**src/cnbc_pkg.sv**
```systemverilog
// Shared types, constants and helpers for the cross-neighbourhood binary coder.
// Used by the result queue and the top module of the block; depends on nothing else.
`default_nettype none

package cnbc_pkg;

  localparam int MAX_WIDTH  = 1024;
  localparam int MAX_HEIGHT = 1024;

  localparam int PIX_W   = 8;
  localparam int CODE_W  = 5;
  localparam int POS_W   = 10;
  localparam int CFG_W   = 11;
  localparam int CFG_IDX_W = 1;

  localparam int COL_W = $clog2(MAX_WIDTH);
  localparam int ROW_W = $clog2(MAX_HEIGHT);
  localparam int WID_W = $clog2(MAX_WIDTH + 1);
  localparam int HGT_W = $clog2(MAX_HEIGHT + 1);
  localparam int EXT_A = (CFG_W > WID_W) ? CFG_W : WID_W;
  localparam int EXT_W = ((EXT_A > HGT_W) ? EXT_A : HGT_W) + 1;

  localparam logic [CFG_W-1:0] RESET_SIZE = CFG_W'(1024);

  // Register indexes on the configuration port.
  localparam logic [CFG_IDX_W-1:0] REG_WIDTH  = 1'b0;
  localparam logic [CFG_IDX_W-1:0] REG_HEIGHT = 1'b1;

  // Code bits.
  localparam logic [CODE_W-1:0] BIT_CENTRE = 5'h01;
  localparam logic [CODE_W-1:0] BIT_RIGHT  = 5'h02;
  localparam logic [CODE_W-1:0] BIT_LEFT   = 5'h04;
  localparam logic [CODE_W-1:0] BIT_BELOW  = 5'h08;
  localparam logic [CODE_W-1:0] BIT_ABOVE  = 5'h10;

  // Line buffer word: one flag of the upper row and one of the middle row.
  localparam int ENT_W   = 2;
  localparam int ENT_UP  = 1;
  localparam int ENT_MID = 0;

  // Result queue.
  localparam int Q_DEPTH = 4;
  localparam int Q_AW    = $clog2(Q_DEPTH);
  localparam int Q_CNT_W = $clog2(Q_DEPTH + 1);

  // Up to two results caused by one pixel: the code of the pixel above and,
  // on the last row, the pixel's own zero code.
  typedef struct packed {
    logic              has_first;
    logic              has_second;
    logic [CODE_W-1:0] code;
    logic [ROW_W-1:0]  row;
    logic [COL_W-1:0]  col;
    logic              eoi;
  } res_t;

  function automatic logic [WID_W-1:0] clamp_width(input logic [CFG_W-1:0] cfg);
    logic [EXT_W-1:0] v;
    v = EXT_W'(cfg);
    if (v == '0) return WID_W'(1);
    if (v > EXT_W'(MAX_WIDTH)) return WID_W'(MAX_WIDTH);
    return WID_W'(v);
  endfunction

  function automatic logic [HGT_W-1:0] clamp_height(input logic [CFG_W-1:0] cfg);
    logic [EXT_W-1:0] v;
    v = EXT_W'(cfg);
    if (v == '0) return HGT_W'(1);
    if (v > EXT_W'(MAX_HEIGHT)) return HGT_W'(MAX_HEIGHT);
    return HGT_W'(v);
  endfunction

endpackage

`default_nettype wire

```
**src/cnbc_ram.sv**
```systemverilog
// Generic RAM: one write port, two read ports with registered read data.
// Stand-alone; no package needed.
`default_nettype none

module cnbc_ram #(
  parameter int WIDTH = 2,
  parameter int DEPTH = 1024
) (
  input  wire logic                     clk,
  input  wire logic                     wr_en,
  input  wire logic [$clog2(DEPTH)-1:0] wr_addr,
  input  wire logic [WIDTH-1:0]         wr_data,
  input  wire logic                     rd_en,
  input  wire logic [$clog2(DEPTH)-1:0] rd_addr_a,
  input  wire logic [$clog2(DEPTH)-1:0] rd_addr_b,
  output logic      [WIDTH-1:0]         rd_data_a,
  output logic      [WIDTH-1:0]         rd_data_b
);

  logic [WIDTH-1:0] mem [DEPTH];

  always_ff @(posedge clk) begin
    if (wr_en) begin
      mem[wr_addr] <= wr_data;
    end
    if (rd_en) begin
      rd_data_a <= mem[rd_addr_a];
      rd_data_b <= mem[rd_addr_b];
    end
  end

endmodule

`default_nettype wire

```
**src/cnbc_res_queue.sv**
```systemverilog
// Result queue: holds the results of up to Q_DEPTH pixels and hands them out
// one request at a time. Depends on cnbc_pkg.
`default_nettype none

module cnbc_res_queue (
  input  wire logic                         clk,
  input  wire logic                         rst_n,
  input  wire logic                         push,
  input  wire cnbc_pkg::res_t               push_data,
  output logic      [cnbc_pkg::Q_CNT_W-1:0] count,
  output logic                              out_valid,
  input  wire logic                         out_stall,
  output logic      [cnbc_pkg::CODE_W-1:0]  out_code,
  output logic      [cnbc_pkg::POS_W-1:0]   out_row,
  output logic      [cnbc_pkg::POS_W-1:0]   out_col,
  output logic                              out_last_of_run,
  output logic                              out_end_of_image
);
  import cnbc_pkg::*;

  res_t             q_mem [Q_DEPTH];
  logic [Q_AW-1:0]  wr_ptr_r, wr_ptr_nxt;
  logic [Q_AW-1:0]  rd_ptr_r, rd_ptr_nxt;
  logic [Q_CNT_W-1:0] count_r, count_nxt;
  logic             sub_r, sub_nxt;
  res_t             head;
  logic             cur_first;
  logic             out_fire;
  logic             pop;

  assign head      = q_mem[rd_ptr_r];
  assign out_valid = (count_r != '0);
  assign count     = count_r;

  // The first result of an entry is the code of the pixel one row up.
  assign cur_first        = head.has_first && !sub_r;
  assign out_code         = cur_first ? head.code : '0;
  assign out_row          = cur_first ? POS_W'(head.row - ROW_W'(1)) : POS_W'(head.row);
  assign out_col          = POS_W'(head.col);
  assign out_last_of_run  = cur_first ? !head.has_second : 1'b1;
  assign out_end_of_image = cur_first ? 1'b0 : head.eoi;

  assign out_fire = out_valid && !out_stall;
  assign pop      = out_fire && out_last_of_run;

  always_comb begin
    wr_ptr_nxt = push ? wr_ptr_r + Q_AW'(1) : wr_ptr_r;
    rd_ptr_nxt = pop ? rd_ptr_r + Q_AW'(1) : rd_ptr_r;
    unique if (push && !pop) begin
      count_nxt = count_r + Q_CNT_W'(1);
    end else if (pop && !push) begin
      count_nxt = count_r - Q_CNT_W'(1);
    end else begin
      count_nxt = count_r;
    end
    sub_nxt = sub_r;
    if (out_fire) begin
      sub_nxt = !pop;
    end
  end

  always_ff @(posedge clk) begin
    if (push) begin
      q_mem[wr_ptr_r] <= push_data;
    end
  end

  always_ff @(posedge clk) begin
    if (!rst_n) begin
      wr_ptr_r <= '0;
      rd_ptr_r <= '0;
      count_r  <= '0;
      sub_r    <= 1'b0;
    end else begin
      wr_ptr_r <= wr_ptr_nxt;
      rd_ptr_r <= rd_ptr_nxt;
      count_r  <= count_nxt;
      sub_r    <= sub_nxt;
    end
  end

  a_no_overflow: assert property (@(posedge clk) disable iff (!rst_n)
    !(push && (count_r == Q_CNT_W'(Q_DEPTH))))
    else $error("result queue written while full");

  a_count_bound: assert property (@(posedge clk) disable iff (!rst_n)
    count_r <= Q_CNT_W'(Q_DEPTH))
    else $error("result queue count out of range");

  a_sub_second: assert property (@(posedge clk) disable iff (!rst_n)
    sub_r |-> (out_valid && head.has_first && head.has_second))
    else $error("second result pending on an entry that has none");

endmodule

`default_nettype wire

```
**src/cross_neighbourhood_binary_code_unit.sv**
```systemverilog
// Cross-neighbourhood binary coder: nonzero pattern of each pixel and its 4 neighbours.
// Depends on cnbc_pkg, cnbc_ram and cnbc_res_queue.
//
// Usage: grayscale pixels enter in raster order on in_pixel (valid/stall).
// Each accepted pixel of row r yields the 5-bit code of the pixel at the same
// column of row r-1; pixels of the last row also yield their own zero code,
// so a last-row pixel causes two requests on the output. out_last_of_run marks
// the final request caused by a pixel, out_end_of_image the image's last pixel.
// Border pixels always code 0. The image size is set through the cfg_ port
// (index 0 width, index 1 height) while the block is idle.
// A result passes through the stage register s1_r and then the result queue.
// Throughput: one pixel per cycle while in_stall is low, set by the single
// line-buffer RAM that is read at the pixel's column and the next one and
// written back in the next cycle; on the last row the input stalls.
// A four-entry result queue decouples the sides: when the receiver stalls the
// queue fills and in_stall rises; results are never dropped.
// Reset (synchronous, rst_n low) clears position and queue and sets both
// sizes to 1024; the line buffer needs no clearing pass.
`default_nettype none

module cross_neighbourhood_binary_code_unit (
  input  wire logic                           clk,
  input  wire logic                           rst_n,
  input  wire logic                           cfg_wr_en,
  input  wire logic [cnbc_pkg::CFG_IDX_W-1:0] cfg_index,
  input  wire logic [cnbc_pkg::CFG_W-1:0]     cfg_wdata,
  input  wire logic                           in_valid,
  output logic                                in_stall,
  input  wire logic [cnbc_pkg::PIX_W-1:0]     in_pixel,
  output logic                                out_valid,
  input  wire logic                           out_stall,
  output logic      [cnbc_pkg::CODE_W-1:0]    out_code,
  output logic      [cnbc_pkg::POS_W-1:0]     out_row,
  output logic      [cnbc_pkg::POS_W-1:0]     out_col,
  output logic                                out_last_of_run,
  output logic                                out_end_of_image
);
  import cnbc_pkg::*;

  typedef struct packed {
    logic             f;
    logic [ROW_W-1:0] r;
    logic [COL_W-1:0] c;
    logic             first;
    logic             inner;
    logic             last_row;
    logic             eoi;
    logic             fwd_a;
    logic             fwd_b;
    logic [ENT_W-1:0] fwd_data;
  } stage_t;

  // Configuration, kept in clamped form.
  logic [WID_W-1:0] w_r, w_nxt;
  logic [HGT_W-1:0] h_r, h_nxt;
  logic [COL_W-1:0] wm1_r, wm1_nxt;
  logic [ROW_W-1:0] hm1_r, hm1_nxt;

  logic [COL_W-1:0] col_r, col_nxt;
  logic [ROW_W-1:0] row_r, row_nxt;

  stage_t           s1_r, s1_nxt;
  logic             s1_v_r;
  logic             prev_mid_r, prev_mid_nxt;

  logic             in_fire;
  logic             col_wrap;
  logic [ROW_W:0]   row_inc;
  logic             row_wrap;
  logic [COL_W-1:0] c_a;
  logic [ROW_W-1:0] r_a;
  logic             last_col;
  logic             last_row;
  logic [COL_W-1:0] addr_b;

  logic             ram_we;
  logic [COL_W-1:0] ram_waddr;
  logic [ENT_W-1:0] ram_wdata;
  logic [ENT_W-1:0] rd_a, rd_b;
  logic [ENT_W-1:0] ent_c, ent_n;
  logic [CODE_W-1:0] code_b;
  res_t             push_data;
  logic             push;
  logic [Q_CNT_W-1:0] q_count;

  // ---------------- configuration ----------------
  always_comb begin
    w_nxt   = w_r;
    h_nxt   = h_r;
    wm1_nxt = wm1_r;
    hm1_nxt = hm1_r;
    if (cfg_wr_en) begin
      unique case (cfg_index)
        REG_WIDTH: begin
          w_nxt   = clamp_width(cfg_wdata);
          wm1_nxt = COL_W'(clamp_width(cfg_wdata) - WID_W'(1));
        end
        REG_HEIGHT: begin
          h_nxt   = clamp_height(cfg_wdata);
          hm1_nxt = ROW_W'(clamp_height(cfg_wdata) - HGT_W'(1));
        end
        default: begin
          w_nxt = w_r;
        end
      endcase
    end
  end

  // ---------------- stage A: position and RAM read ----------------
  assign in_stall = ({1'b0, q_count} + (Q_CNT_W + 1)'(s1_v_r)) >= (Q_CNT_W + 1)'(Q_DEPTH);
  assign in_fire  = in_valid && !in_stall;

  // A size change can leave the position outside the new image.
  assign col_wrap = WID_W'(col_r) >= w_r;
  assign c_a      = col_wrap ? '0 : col_r;
  assign row_inc  = {1'b0, row_r} + (ROW_W + 1)'(col_wrap);
  assign row_wrap = row_inc >= (ROW_W + 1)'(h_r);
  assign r_a      = row_wrap ? '0 : row_inc[ROW_W-1:0];
  assign last_col = (c_a == wm1_r);
  assign last_row = (r_a == hm1_r);
  assign addr_b   = c_a + COL_W'(1);

  always_comb begin
    col_nxt = col_r;
    row_nxt = row_r;
    if (in_fire) begin
      if (last_col) begin
        col_nxt = '0;
        row_nxt = last_row ? '0 : r_a + ROW_W'(1);
      end else begin
        col_nxt = c_a + COL_W'(1);
        row_nxt = r_a;
      end
    end
  end

  // The RAM returns old data when the same entry is written in the read
  // cycle, so the pending write is captured alongside the request.
  always_comb begin
    s1_nxt.f        = (in_pixel != '0);
    s1_nxt.r        = r_a;
    s1_nxt.c        = c_a;
    s1_nxt.first    = (r_a != '0);
    s1_nxt.inner    = (r_a >= ROW_W'(2)) && (c_a != '0) && !last_col;
    s1_nxt.last_row = last_row;
    s1_nxt.eoi      = last_col;
    s1_nxt.fwd_a    = ram_we && (ram_waddr == c_a);
    s1_nxt.fwd_b    = ram_we && (ram_waddr == addr_b);
    s1_nxt.fwd_data = ram_wdata;
  end

  // ---------------- stage B: code and write-back ----------------
  assign ent_c = s1_r.fwd_a ? s1_r.fwd_data : rd_a;
  assign ent_n = s1_r.fwd_b ? s1_r.fwd_data : rd_b;

  // The left neighbour's upper flag was moved there from the middle row by
  // the previous pixel, so it equals the middle flag that pixel read.
  always_comb begin
    code_b = '0;
    if (s1_r.inner) begin
      if (ent_c[ENT_MID]) code_b = code_b | BIT_CENTRE;
      if (ent_n[ENT_MID]) code_b = code_b | BIT_RIGHT;
      if (prev_mid_r)     code_b = code_b | BIT_LEFT;
      if (s1_r.f)         code_b = code_b | BIT_BELOW;
      if (ent_c[ENT_UP])  code_b = code_b | BIT_ABOVE;
    end
  end

  assign ram_we    = s1_v_r;
  assign ram_waddr = s1_r.c;
  assign ram_wdata = {ent_c[ENT_MID], s1_r.f};

  assign prev_mid_nxt = s1_v_r ? ent_c[ENT_MID] : prev_mid_r;

  assign push                 = s1_v_r && (s1_r.first || s1_r.last_row);
  assign push_data.has_first  = s1_r.first;
  assign push_data.has_second = s1_r.last_row;
  assign push_data.code       = code_b;
  assign push_data.row        = s1_r.r;
  assign push_data.col        = s1_r.c;
  assign push_data.eoi        = s1_r.eoi;

  cnbc_ram #(
    .WIDTH (ENT_W),
    .DEPTH (MAX_WIDTH)
  ) u_line_ram (
    .clk       (clk),
    .wr_en     (ram_we),
    .wr_addr   (ram_waddr),
    .wr_data   (ram_wdata),
    .rd_en     (in_fire),
    .rd_addr_a (c_a),
    .rd_addr_b (addr_b),
    .rd_data_a (rd_a),
    .rd_data_b (rd_b)
  );

  cnbc_res_queue u_res_queue (
    .clk              (clk),
    .rst_n            (rst_n),
    .push             (push),
    .push_data        (push_data),
    .count            (q_count),
    .out_valid        (out_valid),
    .out_stall        (out_stall),
    .out_code         (out_code),
    .out_row          (out_row),
    .out_col          (out_col),
    .out_last_of_run  (out_last_of_run),
    .out_end_of_image (out_end_of_image)
  );

  // ---------------- registers ----------------
  always_ff @(posedge clk) begin
    if (in_fire) begin
      s1_r <= s1_nxt;
    end
    prev_mid_r <= prev_mid_nxt;
  end

  always_ff @(posedge clk) begin
    if (!rst_n) begin
      w_r    <= clamp_width(RESET_SIZE);
      h_r    <= clamp_height(RESET_SIZE);
      wm1_r  <= COL_W'(clamp_width(RESET_SIZE) - WID_W'(1));
      hm1_r  <= ROW_W'(clamp_height(RESET_SIZE) - HGT_W'(1));
      col_r  <= '0;
      row_r  <= '0;
      s1_v_r <= 1'b0;
    end else begin
      w_r    <= w_nxt;
      h_r    <= h_nxt;
      wm1_r  <= wm1_nxt;
      hm1_r  <= hm1_nxt;
      col_r  <= col_nxt;
      row_r  <= row_nxt;
      s1_v_r <= in_fire;
    end
  end

  a_stage_from_accept: assert property (@(posedge clk) disable iff (!rst_n)
    s1_v_r |-> $past(in_valid && !in_stall))
    else $error("write-back stage active without an accepted pixel");

  a_forward_match: assert property (@(posedge clk) disable iff (!rst_n)
    (s1_v_r && s1_r.fwd_a) |-> ($past(ram_we) && ($past(ram_waddr) == s1_r.c)))
    else $error("forwarded line entry does not match the previous write");

  a_stall_cause: assert property (@(posedge clk) disable iff (!rst_n)
    in_stall |-> (s1_v_r || (q_count != '0)))
    else $error("input stalled with nothing in flight");

endmodule

`default_nettype wire
```
**config.mk**
```make
export PLATFORM = sky130hd
export DESIGN_NAME = cross_neighbourhood_binary_code_unit
export DESIGN_NICKNAME = d
export VERILOG_FILES = /design/src/cnbc_pkg.sv /design/src/cnbc_ram.sv /design/src/cnbc_res_queue.sv /design/src/cross_neighbourhood_binary_code_unit.sv
export SDC_FILE = /design/constraint.sdc
export NUM_CORES = 2
export LEC_CHECK = 0
export BUFFER_PORTS_ARGS = -buffer_cell sky130_fd_sc_hd__buf_2
export CORE_MARGIN = 4
export CORE_UTILIZATION = 40
export DETAILED_ROUTE_END_ITERATION = 8
export PLACE_DENSITY_LB_ADDON = 0.3
export SLEW_MARGIN = 25
export SYNTH_ARGS = -nofsm -noshare
export SYNTH_HDL_FRONTEND = slang
export SYNTH_SLANG_ARGS = --single-unit
```
**constraint.sdc**
```tcl
create_clock -name clk -period 32.5 [get_ports clk]
set_input_delay 6.5 -clock clk [delete_from_list [all_inputs] [get_ports clk]]
set_output_delay 6.5 -clock clk [all_outputs]
set_load 0.05 [all_outputs]
```
==> results summary <==
The most common cell in the synthesized netlist is edfxtp_1. The maximum buffer depth of the clock tree is 3. The count of H-tree levels built during CTS is 4. The total count of hold-check failures in the final report is 0. On the final layout, the worst clock skew is 0.06249 ns.

Setup violations remaining at the end of the flow were counted as 0. The total of flip-flops plus latches after synthesis came out at between 2k and 2.5k. The post-synthesis sequential area ratio is 0.6520. For this run, the post-layout net count is 7819. The number of input and output port buffers inserted came out at between 50 and 60. In this run, CTS created clock tree buffers numbering about 230.

Dividing the detail-routed via count by the number of cells gives ~6.8. The biggest fanout along the worst timing path came out at 28. The part of the cycle the worst path needs is 0.3149.

For this configuration, the core starts out at a cell density of 0.4018. The detailed-route wire length is 406600 um. The worst hold slack after final layout is 0.4713 ns.

In the synthesized netlist the async set-or-reset flop fraction comes to 0. The first global-routing pass estimated approximately 560000 um of wire. The met1 usage in global routing came out at 0.3844. The total I/O pin count came out at 54.

The number of antenna violations at the first check in global routing came out at 34. The insertion delay of the later-clocked pin in the worst-skew pair is 0.93 ns. The overall via count from detail_route came out at 77.42k. In the global route stage, met2 resource usage came out at 0.4368. The clock tree root buffer cell is clkbuf_16. Among all flip-flop cells after synthesis, the most frequent one is edfxtp_1. The count of nets left with antenna violations once routing finished came out at 0. The cell leakage power is 34.44 nW. In this run, placement finished with an instance count of ~11k. VDD sags by at most ~0.000066 V. By area the synthesized netlist is led by edfxtp_1, mux4_2, nor2_1. The startpoint of the tightest hold check path is h_r[3]$_SDFFE_PN0P_.

TritonCTS built the clock tree. The most heavily used metal layer in global routing is met2. The count of filler cells inserted in the layout is 23.00k. The post-synthesis to final-layout area growth came out at 11.60%. Sorting the synthesized cells by how often they occur yields edfxtp_1, nor2_1, nand2_1. After technology mapping, the gate count stands at between 7k and 8k. The max-slew violation count is 0. The via count of the first global-routing pass is 72.82k.

For the worst setup path, the data required time is 26.00 ns. The core area is 256900 um2. The first TritonRoute pass finished after 8 iterations.

The number of hold buffers added after CTS is 0. The average instance in the mapped netlist occupies 13.01 um2. The startpoint type of the worst setup path is a register.

The violation count after the first detailed-route iteration came out at around 14k. The yosys synthesis warning count is 0. The floorplan has approximately 190 rows. The worst setup path is captured at an output port. The worst relative slew slack came out at 0.1070.

The placed cell area is 107300 um2. The number of buffers added for setup after CTS is 0. Max-cap violations in this run came to 0. The area of the multi-input gates is 33230 um2.

The min-delay analysis places its worst path in the category register to register. Timing would allow up to 0.09772 GHz. The post-detailed-route wirelength per cell is 35.74 um. The number of enable-type register cells in the synthesized netlist is 2193. For met3 alone, demand over resource in global routing was 0.08994. Setup repair after global routing left no endpoint under its margin. After detailed routing, the number of remaining DRC violations is 0.

The overall die area is 266300 um2. The netlist uses 89 different library cells. In this run, post-CTS repair resized a total of 0 instances. The post-synth net total is 7998. The flow ran to the end, and the final reports show no timing, DRC or antenna violations.

Once layout is complete, the utilization of the core stands at 0.4484. The worst register-to-register path begins at col_r[0]$_SDFFE_PN0P_. At the end of routability-driven placement, the weighted congestion stood at between 0.9 and 1.

The count of placed standard cells in the final layout, fillers left out is between 10k and 15k. Of the cells placed in the final design, the portion with a size suffix greater than 1 is 0.1440. The arrival time of the worst setup path is ~3.7 ns. The total global-route track usage came out at 0.2967. The final total negative setup slack came out at 0 ns.

For the pin with the worst max-slew slack, the measured transition is 1.323 ns. Clock-pin slew was measured on the worst setup and hold paths at 0.06 ns. The shortest period the worst path allows is between 10 and 15 ns. The chip height is 516.0 um. The pin count of the biggest net entering global routing came out at ~230.

The final global-route overflow total came out at 0. The top cell type by total area after synthesis is edfxtp_1. Power spread over the standard cell area amounts to 65.63 nW/um2. The combined flip-flop and latch cell area is around 67000 um2. The sink count of the clock tree is around 2.3k. The HPWL after detailed placement is about 230000 um. Once layout is done, the placed cells without fillers occupy 115200 um2. The area share of the largest cell type after synthesis came out at 0.6379. The die is 516.0 um wide. The classification of the worst setup path is register to output port. The mapped cell area came out at 103200 um2.
-- flip-flops by register name (all words and copies together) (netlist names), named ones only --
register              flops
col_r                    10
h_r                      11
hm1_r                    10
prev_mid_r                1
push_data                13
ram_waddr                10
ram_wdata                 1
ram_we                    1
row_r                    10
s1_r                      5
u_line_ram.mem         2048
u_line_ram.rd_data_a      2
u_line_ram.rd_data_b      1
u_res_queue.count         3
u_res_queue.q_mem       112
u_res_queue.rd_ptr_r      2
u_res_queue.sub_r         1
u_res_queue.wr_ptr_r      2
w_r                      11
wm1_r                    10
-- worst max-delay path, stage by stage (launching register included) --
cell and delay (ns):
dfxtp_2 0.31, buf_4 0.46, mux4_2 0.64, nor4_1 0.73, nand3b_1 0.21, xnor2_1 0.20
buf_2 0.28
-- path summary, 6_finish.rpt --
check | to | slack (ns) | depth (start not counted)
max | out_row[9] | 22.27 | 6
min | h_r[3]$_SDFFE_PN0P_ | 0.47 | 2
max reg2reg | u_line_ram.rd_data_b[0]$_DFFE_PP_ | 23.44 | 20
min reg2reg | h_r[3]$_SDFFE_PN0P_ | 0.47 | 2
-- layout by cell type (no fill, tap or decap), types with 67 or more instances in the layout --
cell	synthesis	layout
a211oi_1	89	89
a21oi_1	309	308
a31oi_1	115	115
buf_4	14	230
clkbuf_16	0	229
dfxtp_1	73	67
edfxtp_1	2193	2193
mux2_2	82	81
mux2i_1	269	269
mux4_2	272	272
nand2_1	616	599
nand3_1	163	127
nor2_1	1278	1254
nor3_1	112	110
o21ai_0	349	346
o221ai_1	200	200
o22ai_1	259	259
-- metrics by stage --
stage / power (W) / worst slack, ns
6_report: 0.007561 / 22.27
5_1_grt: 0.007729 / 21.85
4_1_cts: 0.007515 / 22.10
3_5_place_dp: 0.004822 / 23.08
3_3_place_gp: 0.004810 / 23.09
2_1_floorplan: 0.004359 / 17.79
-- cell type report --
cell class,instances,share of cell area
Antenna cell,32,0.0006951
Clock buffer,270,0.05116
Clock inverter,161,0.01592
Inverter,63,0.002389
Multi-Input combinational cell,4900,0.2885
Sequential cell,2266,0.5844
Tap cell,3384,0.03675
Timing Repair Buffer,300,0.02019
-- kinds of logic (layout without fill, tap and decap cells) --
kind of cell / Yosys count / in the layout / share of synthesized area
other: 0 / 32 / 0
DFF: 2266 / 2266 / 0.6520
adders and majority gates: 36 / 36 / 0.004436
AOI/OAI and AO/OA: 1703 / 1703 / 0.1085
xor gates and xnor gates: 75 / 75 / 0.006363
and+or+nand+nor: 2459 / 2459 / 0.1007
muxes: 627 / 627 / 0.09524
buffers and inverters: 771 / 794 / 0.03276
-- power breakdown --
part           internal, W  switching [W]
sequential         0.00332      0.0000398
combinational     0.000434        0.00102
clock              0.00155        0.00120
total              0.00530        0.00226
-- layer usage --
metal | vias to the layer above | share of wire
met3 | 1500 | 0.15
met1 | 38630 | 0.35
met4 | 30 | 0.073
li1 | 30300 | -
met5 | - | 0.00096
met2 | 6959 | 0.43
Note: power is estimated with default switching activity, not from simulation.
